--- config.mk ---
export PLATFORM = sky130hd
export DESIGN_NAME = auction_task_allocator_core
export DESIGN_NICKNAME = d
export VERILOG_FILES = /design/src/ata_pkg.sv /design/src/ata_ram.sv /design/src/auction_task_allocator_core.sv
export VERILOG_INCLUDE_DIRS = /design/src /design/src/src
export SDC_FILE = /design/constraint.sdc
export NUM_CORES = 2
export LEC_CHECK = 0
export BUFFER_PORTS_ARGS = -buffer_cell sky130_fd_sc_hd__buf_2
export CAP_MARGIN = 20
export CELL_PAD_IN_SITES_DETAIL_PLACEMENT = 0
export CELL_PAD_IN_SITES_GLOBAL_PLACEMENT = 1
export CORE_UTILIZATION = 49
export DETAILED_ROUTE_END_ITERATION = 6
export PLACE_DENSITY_LB_ADDON = 0.1
export SYNTH_ARGS = -nofsm -noshare
export SYNTH_HDL_FRONTEND = slang
export SYNTH_HIERARCHICAL = 1
export SYNTH_SLANG_ARGS = --single-unit
--- constraint.sdc ---
create_clock -name i_clk -period 6.22 [get_ports i_clk]
set_input_delay 1.244 -clock i_clk [delete_from_list [all_inputs] [get_ports i_clk]]
set_output_delay 1.244 -clock i_clk [all_outputs]
set_load 0.02 [all_outputs]
--- src/auction_task_allocator_core_defines.svh ---
// Assertion macros shared by the auction task allocator RTL.
// No dependencies; expects i_clk and i_rst_n in the including scope.
`ifndef AUCTION_TASK_ALLOCATOR_CORE_DEFINES_SVH
`define AUCTION_TASK_ALLOCATOR_CORE_DEFINES_SVH

// same-cycle implication, disabled during reset
`define ATA_ASSERT_IMP(lbl, ante, cons, msg) \
    lbl: assert property (@(posedge i_clk) disable iff (!i_rst_n) (ante) |-> (cons)) \
        else $error(msg);

// next-cycle implication, disabled during reset
`define ATA_ASSERT_NXT(lbl, ante, cons, msg) \
    lbl: assert property (@(posedge i_clk) disable iff (!i_rst_n) (ante) |=> (cons)) \
        else $error(msg);

`endif

--- src/ata_pkg.sv ---
// Shared constants, codes and types of the auction task allocator.
// No dependencies.
package ata_pkg;

    localparam int ROBOT_SLOTS = 16;
    localparam int TASK_SLOTS  = 64;

    localparam int RB_W  = (ROBOT_SLOTS > 1) ? $clog2(ROBOT_SLOTS) : 1;
    localparam int TK_W  = (TASK_SLOTS > 1) ? $clog2(TASK_SLOTS) : 1;
    localparam int CNT_W = $clog2(TASK_SLOTS + 1);

    localparam logic [15:0] BID_IDLE  = 16'd25600;
    localparam logic [1:0]  PAIR_NEED = 2'd2;

    typedef enum logic [1:0] {
        CMD_LOAD     = 2'd0,
        CMD_ACTIVE   = 2'd1,
        CMD_BID      = 2'd2,
        CMD_COMPLETE = 2'd3
    } t_cmd;

    localparam logic [1:0] KIND_OFFER    = 2'd0;
    localparam logic [1:0] KIND_WIN      = 2'd1;
    localparam logic [1:0] KIND_ALL_DONE = 2'd2;

    typedef enum logic [2:0] {
        ST_IDLE,
        ST_SRCH_START,
        ST_SRCH,
        ST_PICK_RD,
        ST_PICK_SCAN
    } t_state;

    typedef struct packed {
        logic       done;
        logic [1:0] need;
        logic [7:0] weight;
    } t_task_entry;

    typedef struct packed {
        logic [15:0] cost;
        logic [15:0] strength;
    } t_bid_entry;

endpackage

--- src/ata_ram.sv ---
// Generic simple dual-port RAM: one write port, one registered read port.
// No dependencies.
module ata_ram #(
    parameter int WIDTH = 8,
    parameter int DEPTH = 16
) (
    input  logic                                     i_clk,
    input  logic                                     i_we,
    input  logic [((DEPTH > 1) ? $clog2(DEPTH) : 1)-1:0] i_waddr,
    input  logic [WIDTH-1:0]                         i_wdata,
    input  logic [((DEPTH > 1) ? $clog2(DEPTH) : 1)-1:0] i_raddr,
    output logic [WIDTH-1:0]                         o_rdata
);

    logic [WIDTH-1:0] r_mem [DEPTH];
    logic [WIDTH-1:0] r_rdata;

    always_ff @(posedge i_clk) begin
        if (i_we) begin
            r_mem[i_waddr] <= i_wdata;
        end
        r_rdata <= r_mem[i_raddr];
    end

    assign o_rdata = r_rdata;

endmodule

--- src/auction_task_allocator_core.sv ---
// Auction task allocator top level: command decode, task search and winner scan.
// Depends on ata_pkg, ata_ram and auction_task_allocator_core_defines.svh.
//
// Usage:
//   A transaction is accepted at a rising edge with start high and busy low.
//   i_cmd selects load task, set active robots, robot bid or task completed.
//   Non-final loads, active-count writes and bids that do not close a round
//   leave busy low. A result is registered when its transaction completes
//   and marked by o_valid, which is high for exactly one cycle.
//   Task search reads the task RAM one slot per cycle. Closing a bid round
//   scans the bid RAM one robot slot per cycle, then runs a task search if
//   nobody wins.
//   Reset clears all control state and the bid valid bits at once; there is
//   no clearing pass, the block is ready the cycle after reset is released.
//   The receiver cannot stall: each result must be taken in its strobe cycle.
`include "auction_task_allocator_core_defines.svh"

module auction_task_allocator_core
    import ata_pkg::*;
(
    input  logic        i_clk,
    input  logic        i_rst_n,
    input  logic        start,
    output logic        busy,
    input  logic [1:0]  i_cmd,
    input  logic [3:0]  i_robot,
    input  logic [15:0] i_bid_cost,
    input  logic [15:0] i_robot_strength,
    input  logic [7:0]  i_task_weight,
    input  logic [1:0]  i_robots_needed,
    input  logic [4:0]  i_robot_total,
    input  logic        i_final_task,
    output logic        o_valid,
    output logic [1:0]  o_kind,
    output logic [5:0]  o_task_res,
    output logic [4:0]  o_first_robot,
    output logic [4:0]  o_second_robot
);

    t_state r_state, n_state;

    logic [CNT_W-1:0]       r_load_ptr, n_load_ptr;
    logic [CNT_W-1:0]       r_loaded, n_loaded;
    logic [CNT_W-1:0]       r_fin_cnt, n_fin_cnt;
    logic [TK_W-1:0]        r_cur, n_cur;
    logic                   r_cur_valid, n_cur_valid;
    logic [4:0]             r_bids, n_bids;
    logic [4:0]             r_active, n_active;
    logic [ROBOT_SLOTS-1:0] r_bid_vld, n_bid_vld;

    logic [TK_W-1:0]        r_p, n_p;
    logic [TK_W-1:0]        r_q, n_q;
    logic [TK_W-1:0]        r_chk_q, n_chk_q;
    logic                   r_chk, n_chk;
    logic [CNT_W-1:0]       r_iss, n_iss;
    logic [CNT_W-1:0]       r_kc, n_kc;

    logic [RB_W-1:0]        r_ci, n_ci;
    logic                   r_w1_vld, n_w1_vld;
    logic                   r_w2_vld, n_w2_vld;
    logic [RB_W-1:0]        r_w1, n_w1;
    logic [RB_W-1:0]        r_w2, n_w2;
    logic [15:0]            r_best_cost, n_best_cost;
    logic [15:0]            r_best_str, n_best_str;

    logic                   r_out_vld, n_out_vld;
    logic [1:0]             r_kind, n_kind;
    logic [5:0]             r_task, n_task;
    logic [4:0]             r_first, n_first;
    logic [4:0]             r_second, n_second;

    logic                   task_we;
    logic [TK_W-1:0]        task_waddr, task_raddr;
    t_task_entry            task_wdata, task_rdata;
    logic                   bid_we;
    logic [RB_W-1:0]        bid_waddr, bid_raddr;
    t_bid_entry             bid_wdata, bid_rdata;

    t_bid_entry             cur_bid;
    logic [15:0]            wq;
    logic                   pair;
    logic [16:0]            pair_sum;
    logic [CNT_W-1:0]       lp_inc, fc_inc, p_calc, q_inc;
    logic [4:0]             bids_inc, act_dec1;

    ata_ram #(
        .WIDTH ($bits(t_task_entry)),
        .DEPTH (TASK_SLOTS)
    ) u_task_ram (
        .i_clk   (i_clk),
        .i_we    (task_we),
        .i_waddr (task_waddr),
        .i_wdata (task_wdata),
        .i_raddr (task_raddr),
        .o_rdata (task_rdata)
    );

    ata_ram #(
        .WIDTH ($bits(t_bid_entry)),
        .DEPTH (ROBOT_SLOTS)
    ) u_bid_ram (
        .i_clk   (i_clk),
        .i_we    (bid_we),
        .i_waddr (bid_waddr),
        .i_wdata (bid_wdata),
        .i_raddr (bid_raddr),
        .o_rdata (bid_rdata)
    );

    // task RAM output holds the current task's entry for the whole bid scan
    assign wq       = {task_rdata.weight, 8'h00};
    assign pair     = (task_rdata.need == PAIR_NEED);
    assign cur_bid  = r_bid_vld[r_ci] ? bid_rdata :
                      t_bid_entry'{cost: BID_IDLE, strength: 16'd0};
    assign pair_sum = {1'b0, cur_bid.strength} + {1'b0, r_best_str};

    assign lp_inc   = r_load_ptr + CNT_W'(1);
    assign fc_inc   = (r_fin_cnt == {CNT_W{1'b1}}) ? r_fin_cnt : r_fin_cnt + CNT_W'(1);
    assign bids_inc = r_bids + 5'd1;
    assign act_dec1 = (r_active != 5'd0) ? r_active - 5'd1 : 5'd0;
    assign p_calc   = r_cur_valid ? {{(CNT_W-TK_W){1'b0}}, r_cur} + CNT_W'(1) : '0;
    assign q_inc    = {{(CNT_W-TK_W){1'b0}}, r_q} + CNT_W'(1);

    always_ff @(posedge i_clk) begin
        if (!i_rst_n) begin
            r_state     <= ST_IDLE;
            r_load_ptr  <= '0;
            r_loaded    <= '0;
            r_fin_cnt   <= '0;
            r_cur       <= '0;
            r_cur_valid <= 1'b0;
            r_bids      <= '0;
            r_active    <= '0;
            r_bid_vld   <= '0;
            r_chk       <= 1'b0;
            r_out_vld   <= 1'b0;
        end else begin
            r_state     <= n_state;
            r_load_ptr  <= n_load_ptr;
            r_loaded    <= n_loaded;
            r_fin_cnt   <= n_fin_cnt;
            r_cur       <= n_cur;
            r_cur_valid <= n_cur_valid;
            r_bids      <= n_bids;
            r_active    <= n_active;
            r_bid_vld   <= n_bid_vld;
            r_chk       <= n_chk;
            r_out_vld   <= n_out_vld;
        end
    end

    always_ff @(posedge i_clk) begin
        r_p         <= n_p;
        r_q         <= n_q;
        r_chk_q     <= n_chk_q;
        r_iss       <= n_iss;
        r_kc        <= n_kc;
        r_ci        <= n_ci;
        r_w1_vld    <= n_w1_vld;
        r_w2_vld    <= n_w2_vld;
        r_w1        <= n_w1;
        r_w2        <= n_w2;
        r_best_cost <= n_best_cost;
        r_best_str  <= n_best_str;
        r_kind      <= n_kind;
        r_task      <= n_task;
        r_first     <= n_first;
        r_second    <= n_second;
    end

    always_comb begin
        n_state     = r_state;
        n_load_ptr  = r_load_ptr;
        n_loaded    = r_loaded;
        n_fin_cnt   = r_fin_cnt;
        n_cur       = r_cur;
        n_cur_valid = r_cur_valid;
        n_bids      = r_bids;
        n_active    = r_active;
        n_bid_vld   = r_bid_vld;
        n_p         = r_p;
        n_q         = r_q;
        n_chk_q     = r_chk_q;
        n_chk       = 1'b0;
        n_iss       = r_iss;
        n_kc        = r_kc;
        n_ci        = r_ci;
        n_w1_vld    = r_w1_vld;
        n_w2_vld    = r_w2_vld;
        n_w1        = r_w1;
        n_w2        = r_w2;
        n_best_cost = r_best_cost;
        n_best_str  = r_best_str;
        n_out_vld   = 1'b0;
        n_kind      = r_kind;
        n_task      = r_task;
        n_first     = r_first;
        n_second    = r_second;

        task_we     = 1'b0;
        task_waddr  = r_cur;
        task_wdata  = '{done: 1'b1, need: task_rdata.need, weight: task_rdata.weight};
        task_raddr  = r_cur;
        bid_we      = 1'b0;
        bid_waddr   = RB_W'(i_robot);
        bid_wdata   = '{cost: i_bid_cost, strength: i_robot_strength};
        bid_raddr   = RB_W'(r_ci + RB_W'(1));

        case (r_state)
            ST_IDLE: begin
                if (start) begin
                    case (t_cmd'(i_cmd))
                        CMD_LOAD: begin
                            if (r_load_ptr < CNT_W'(TASK_SLOTS)) begin
                                task_we    = 1'b1;
                                task_waddr = TK_W'(r_load_ptr);
                                task_wdata = '{done: 1'b0, need: i_robots_needed,
                                               weight: i_task_weight};
                                n_load_ptr = lp_inc;
                            end
                            if (i_final_task) begin
                                n_loaded    = (r_load_ptr < CNT_W'(TASK_SLOTS)) ?
                                              lp_inc : r_load_ptr;
                                n_load_ptr  = '0;
                                n_fin_cnt   = '0;
                                n_cur_valid = 1'b0;
                                n_cur       = '0;
                                n_state     = ST_SRCH_START;
                            end
                        end
                        CMD_ACTIVE: begin
                            n_active = i_robot_total;
                        end
                        CMD_BID: begin
                            if (32'(i_robot) < ROBOT_SLOTS) begin
                                bid_we = 1'b1;
                                n_bid_vld[RB_W'(i_robot)] = 1'b1;
                            end
                            n_bids = bids_inc;
                            if (bids_inc == r_active) begin
                                if (r_cur_valid) begin
                                    n_state = ST_PICK_RD;
                                end else begin
                                    n_bid_vld = '0;
                                    n_bids    = '0;
                                    n_state   = ST_SRCH_START;
                                end
                            end
                        end
                        CMD_COMPLETE: begin
                            n_fin_cnt = fc_inc;
                            if (fc_inc < r_loaded) begin
                                n_state = ST_SRCH_START;
                            end else begin
                                n_out_vld = 1'b1;
                                n_kind    = KIND_ALL_DONE;
                                n_task    = '0;
                                n_first   = '0;
                                n_second  = '0;
                            end
                        end
                        default: begin
                            n_state = ST_IDLE;
                        end
                    endcase
                end
            end

            ST_SRCH_START: begin
                if (r_loaded == '0) begin
                    n_cur_valid = 1'b0;
                    n_cur       = '0;
                    n_state     = ST_IDLE;
                end else begin
                    n_p     = (p_calc >= r_loaded) ? '0 : TK_W'(p_calc);
                    n_q     = (p_calc >= r_loaded) ? '0 : TK_W'(p_calc);
                    n_iss   = '0;
                    n_kc    = '0;
                    n_state = ST_SRCH;
                end
            end

            ST_SRCH: begin
                // issue one slot read per cycle, check the slot read last cycle
                if (r_iss != r_loaded) begin
                    task_raddr = r_q;
                    n_q        = (q_inc >= r_loaded) ? '0 : TK_W'(q_inc);
                    n_iss      = r_iss + CNT_W'(1);
                    n_chk      = 1'b1;
                end
                n_chk_q = r_q;
                if (r_chk) begin
                    if (!task_rdata.done) begin
                        n_cur       = r_chk_q;
                        n_cur_valid = 1'b1;
                        n_out_vld   = 1'b1;
                        n_kind      = KIND_OFFER;
                        n_task      = 6'(r_chk_q);
                        n_first     = '0;
                        n_second    = '0;
                        n_chk       = 1'b0;
                        n_state     = ST_IDLE;
                    end else if (r_kc + CNT_W'(1) == r_loaded) begin
                        n_cur       = r_p;
                        n_cur_valid = 1'b1;
                        n_chk       = 1'b0;
                        n_state     = ST_IDLE;
                    end else begin
                        n_kc = r_kc + CNT_W'(1);
                    end
                end
            end

            ST_PICK_RD: begin
                bid_raddr = '0;
                n_ci      = '0;
                n_w1_vld  = 1'b0;
                n_w2_vld  = 1'b0;
                n_state   = ST_PICK_SCAN;
            end

            ST_PICK_SCAN: begin
                if (((cur_bid.strength >= wq) || pair) &&
                    (!r_w1_vld || (cur_bid.cost < r_best_cost))) begin
                    if (pair && r_w1_vld) begin
                        if (pair_sum >= {1'b0, wq}) begin
                            n_w2_vld    = 1'b1;
                            n_w2        = r_w1;
                            n_w1        = r_ci;
                            n_best_cost = cur_bid.cost;
                            n_best_str  = cur_bid.strength;
                        end
                    end else begin
                        n_w1_vld    = 1'b1;
                        n_w1        = r_ci;
                        n_best_cost = cur_bid.cost;
                        n_best_str  = cur_bid.strength;
                    end
                end
                n_ci = RB_W'(r_ci + RB_W'(1));
                if (r_ci == RB_W'(ROBOT_SLOTS - 1)) begin
                    n_bid_vld = '0;
                    n_bids    = '0;
                    if (!n_w1_vld || (pair && !n_w2_vld)) begin
                        n_state = ST_SRCH_START;
                    end else begin
                        n_active = (pair && (act_dec1 != 5'd0)) ? act_dec1 - 5'd1 : act_dec1;
                        task_we   = 1'b1;
                        n_out_vld = 1'b1;
                        n_kind    = KIND_WIN;
                        n_task    = 6'(r_cur);
                        n_first   = 5'({1'b0, n_w1} + (RB_W + 1)'(1));
                        n_second  = n_w2_vld ? 5'({1'b0, n_w2} + (RB_W + 1)'(1)) : 5'd0;
                        n_state   = ST_IDLE;
                    end
                end
            end

            default: begin
                n_state = ST_IDLE;
            end
        endcase
    end

    assign busy           = (r_state != ST_IDLE);
    assign o_valid        = r_out_vld;
    assign o_kind         = r_kind;
    assign o_task_res     = r_task;
    assign o_first_robot  = r_first;
    assign o_second_robot = r_second;

    `ATA_ASSERT_IMP(a_result_from_work, r_out_vld,
                    $past(r_state != ST_IDLE || start), "result without a transaction")
    `ATA_ASSERT_IMP(a_pointer_in_table, r_cur_valid,
                    {{(CNT_W-TK_W){1'b0}}, r_cur} < r_loaded,
                    "task pointer beyond loaded table")
    `ATA_ASSERT_IMP(a_win_on_current, r_out_vld && (r_kind == KIND_WIN),
                    r_cur_valid && (r_task == 6'(r_cur)), "win reported off the current task")
    `ATA_ASSERT_NXT(a_scan_clears_bids,
                    (r_state == ST_PICK_SCAN) && (r_ci == RB_W'(ROBOT_SLOTS - 1)),
                    (r_bids == 5'd0) && (r_bid_vld == '0), "bid store not cleared after round")

endmodule

==> reports/qor.yml <==
outcome: "completed"
grt_antenna_before_repair: 8
wirelength_mm: 147
place_congestion: 0.895
finalCritPeriodShare_pct: 99.2
grtUsageTotal_pct: 24.9
via_count: 31304
die-height_um: 344
core_area_mm2: 0.116
clk_latency_ns: 0.76
clock_sinks: 1414
drt_iter0_drc: 2950
cts.path.max_buffers: 3
tightest_slew_ns: 1.15
placement.io_buffers: 76
fin_util_pct: 57.9
root_buffer: "clkbuf_16"
fin_worst_skew_ns: 0.0339
io_pins: 77
fin_crit_ns: 6.17
grt_max_degree: 73
netlist_area_mm2: 0.0574
tritoncts: "yes"
final_cell_mix: "1312 x edfxtp_1, 238 x mux4_2, 158 x nand2_1"
critPathLaunchType: "flop"
relSlewSlack_pct: 23.1
cp_slowest_cell: "edfxtp_1"
leakagePower_nw: 21.9
drive_gt1_share_pct: 26.0
synth.net_count: 3409
ys_async_sr_fraction_pct: 0
hold_viol: 0
power_density_mw_per_mm2: 292
cp_data_arrival_time_ns: 6.62
setup_viol: 0
die_w_um: 344
ys_types: 87
fmax_mhz: 162
finalPower_mw: 19.6
fin_tns_setup_ns: 0
crit_fanout: 6
endpoint_kind: "flop"
cts_max_level: 4
netlist_instances: 3271
grt_first_pass_wirelength_mm: 212
area_delta_synth_final_pct: 17.2
final_common_cell: "edfxtp_1"
hold_class: "reg2reg"
overflow: 0
dpl_cell_area_mm2: 0.0611
rsz0062_at_grt: "true"
ant_nets: 0
syn_avg_cell_area_um2: 17.5
ys_ff_latch: 1414
hpwl_mm: 91.3
ir_drop_uv: 293
first_pass_iters: 5
avgRoutedWirePerCell_um: 28.1
grt_pass1_vias: 31529
numCtsBuffers: 145
cp_slowest_stage_delay_ns: 0.45
holdWs_ns: 0.471
slew_violations: 0
ctsHoldBuffers: 0
drc: 0
required_ns: 6.67
final_area_mm2: 0.0672
viasPerCell: 5.98
yosys_most_used_dff: "edfxtp_1"
start_util_pct: 49.4
num_rows: 125
ys_seq_area_share_pct: 72.3
die-area_mm2: 0.118
nets: 3729
clk_pin_slew_ns: 0.06
crit_top_cell: "buf_6"
timing.max_cap.violations: 0
timing_worst_setup_path_type: "reg2reg"
yosysWarnings: 6
synth_enable_flop_cells: 1312
[cell families (layout without fill, tap and decap cells)]
group / after synthesis / in the layout / synth area share (%)
adders and majority gates: 81 / 81 / 1.78
and+or+nand+nor: 667 / 668 / 5.62
xor gates and xnor gates: 64 / 64 / 1.03
muxes: 409 / 409 / 12.4
AOI/OAI and AO/OA: 418 / 418 / 5.14
DFF: 1414 / 1414 / 72.3
buffers and inverters: 218 / 654 / 1.78
other: 0 / 3 / 0
[cells in the mapped netlist, types with 33 or more instances]
cell,n,area share [%]
mux2i_1,137,2.4
and2_1,41,0.45
a22oi_1,130,1.7
dfxtp_1,102,3.6
edfxtp_1,1312,69
nand3_1,78,0.68
xnor2_1,33,0.50
clkbuf_1,62,0.41
mux2_2,34,0.67
inv_1,68,0.45
nand2_1,161,1.1
nor2_1,202,1.3
o21ai_0,65,0.57
a21oi_1,59,0.51
nor2b_1,35,0.38
ha_1,80,1.7
buf_2,35,0.31
mux4_2,238,9.3
[power breakdown]
group          internal (mW)  leakage [nW]  switching, mW  total (mW)
logic                  0.175          7.02          0.466       0.641
clock network           4.91          2.28           3.57        8.48
registers               10.5          12.6         0.0320        10.5
total                   15.6          21.9           4.07        19.6
[flip-flops by register name (all words and copies together) (netlist names), 6 cells and up]
signal,count
r_cur,6
r_bid_vld,16
r_chk_q,6
u_bid_ram/r_mem,512
r_load_ptr,7
o_task_res,6
r_iss,7
r_kc,7
r_loaded,7
r_q,6
u_task_ram/o_rdata,11
r_p,6
r_best_str,16
u_task_ram/r_mem,704
r_fin_cnt,7
r_best_cost,16
u_bid_ram/o_rdata,32
[layer usage]
layer	routed length [µm]	track usage (%)	vias to the layer above
li1	-	-	13729
met1	60100	33.3	16202
met2	74100	42.0	1115
met3	8560	3.81	256
met4	4480	8.16	2
met5	12	0	-
[critical path, delay by kind of cell (launching register included)]
family | cells | cell delay [ns]
buffers and inverters | 5 | 0.85
AND/OR/NAND/NOR | 11 | 1.73
flip-flops | 1 | 0.45
XOR/XNOR | 1 | 0.14
AO/OA/AOI/OAI | 12 | 2.18
adder cells (fa/ha/maj) | 2 | 0.50
[path summary, 6_finish.rpt]
| path | start | to | slack (ns) | cells after the start |
|---|---|---|---|---|
| max | r_ci[2] | u_task_ram/r_mem[63][4] | 0.05 | 31 |
| max reg2reg | r_ci[2] | u_task_ram/r_mem[63][4] | 0.05 | 31 |
| min | r_bid_vld[1] | r_bid_vld[1] | 0.47 | 2 |
| min reg2reg | r_bid_vld[1] | r_bid_vld[1] | 0.47 | 2 |
[area by class of cell]
cell class | count | area, µm²
Inverter | 69 | 262
Timing Repair Buffer | 321 | 3080
Fill cell | 8700 | 48800
Antenna cell | 3 | 7.51
Clock inverter | 87 | 801
Sequential cell | 1414 | 41400
Tap cell | 1524 | 1910
Multi-Input combinational cell | 1640 | 15800
Clock buffer | 177 | 3870
[stage by stage]
stage / instances / setup WS, ns
finish: 5235 / 0.0479
floorplan: 3271 / -0.170
CTS: 5190 / 0.0123
global route: 5233 / -0.310
detailed placement: 4912 / -0.507
global placement: 4909 / -0.329
[timing repair]
action | in CTS | in global routing
resized for setup | 30 | 242
hold endpoints to repair | 0 | 0
gates cloned | 2 | 33
setup buffers | 12 | 11
pin swaps | 23 | 47
setup endpoints to repair | 725 | 709
(Power assumes the default switching activity.)
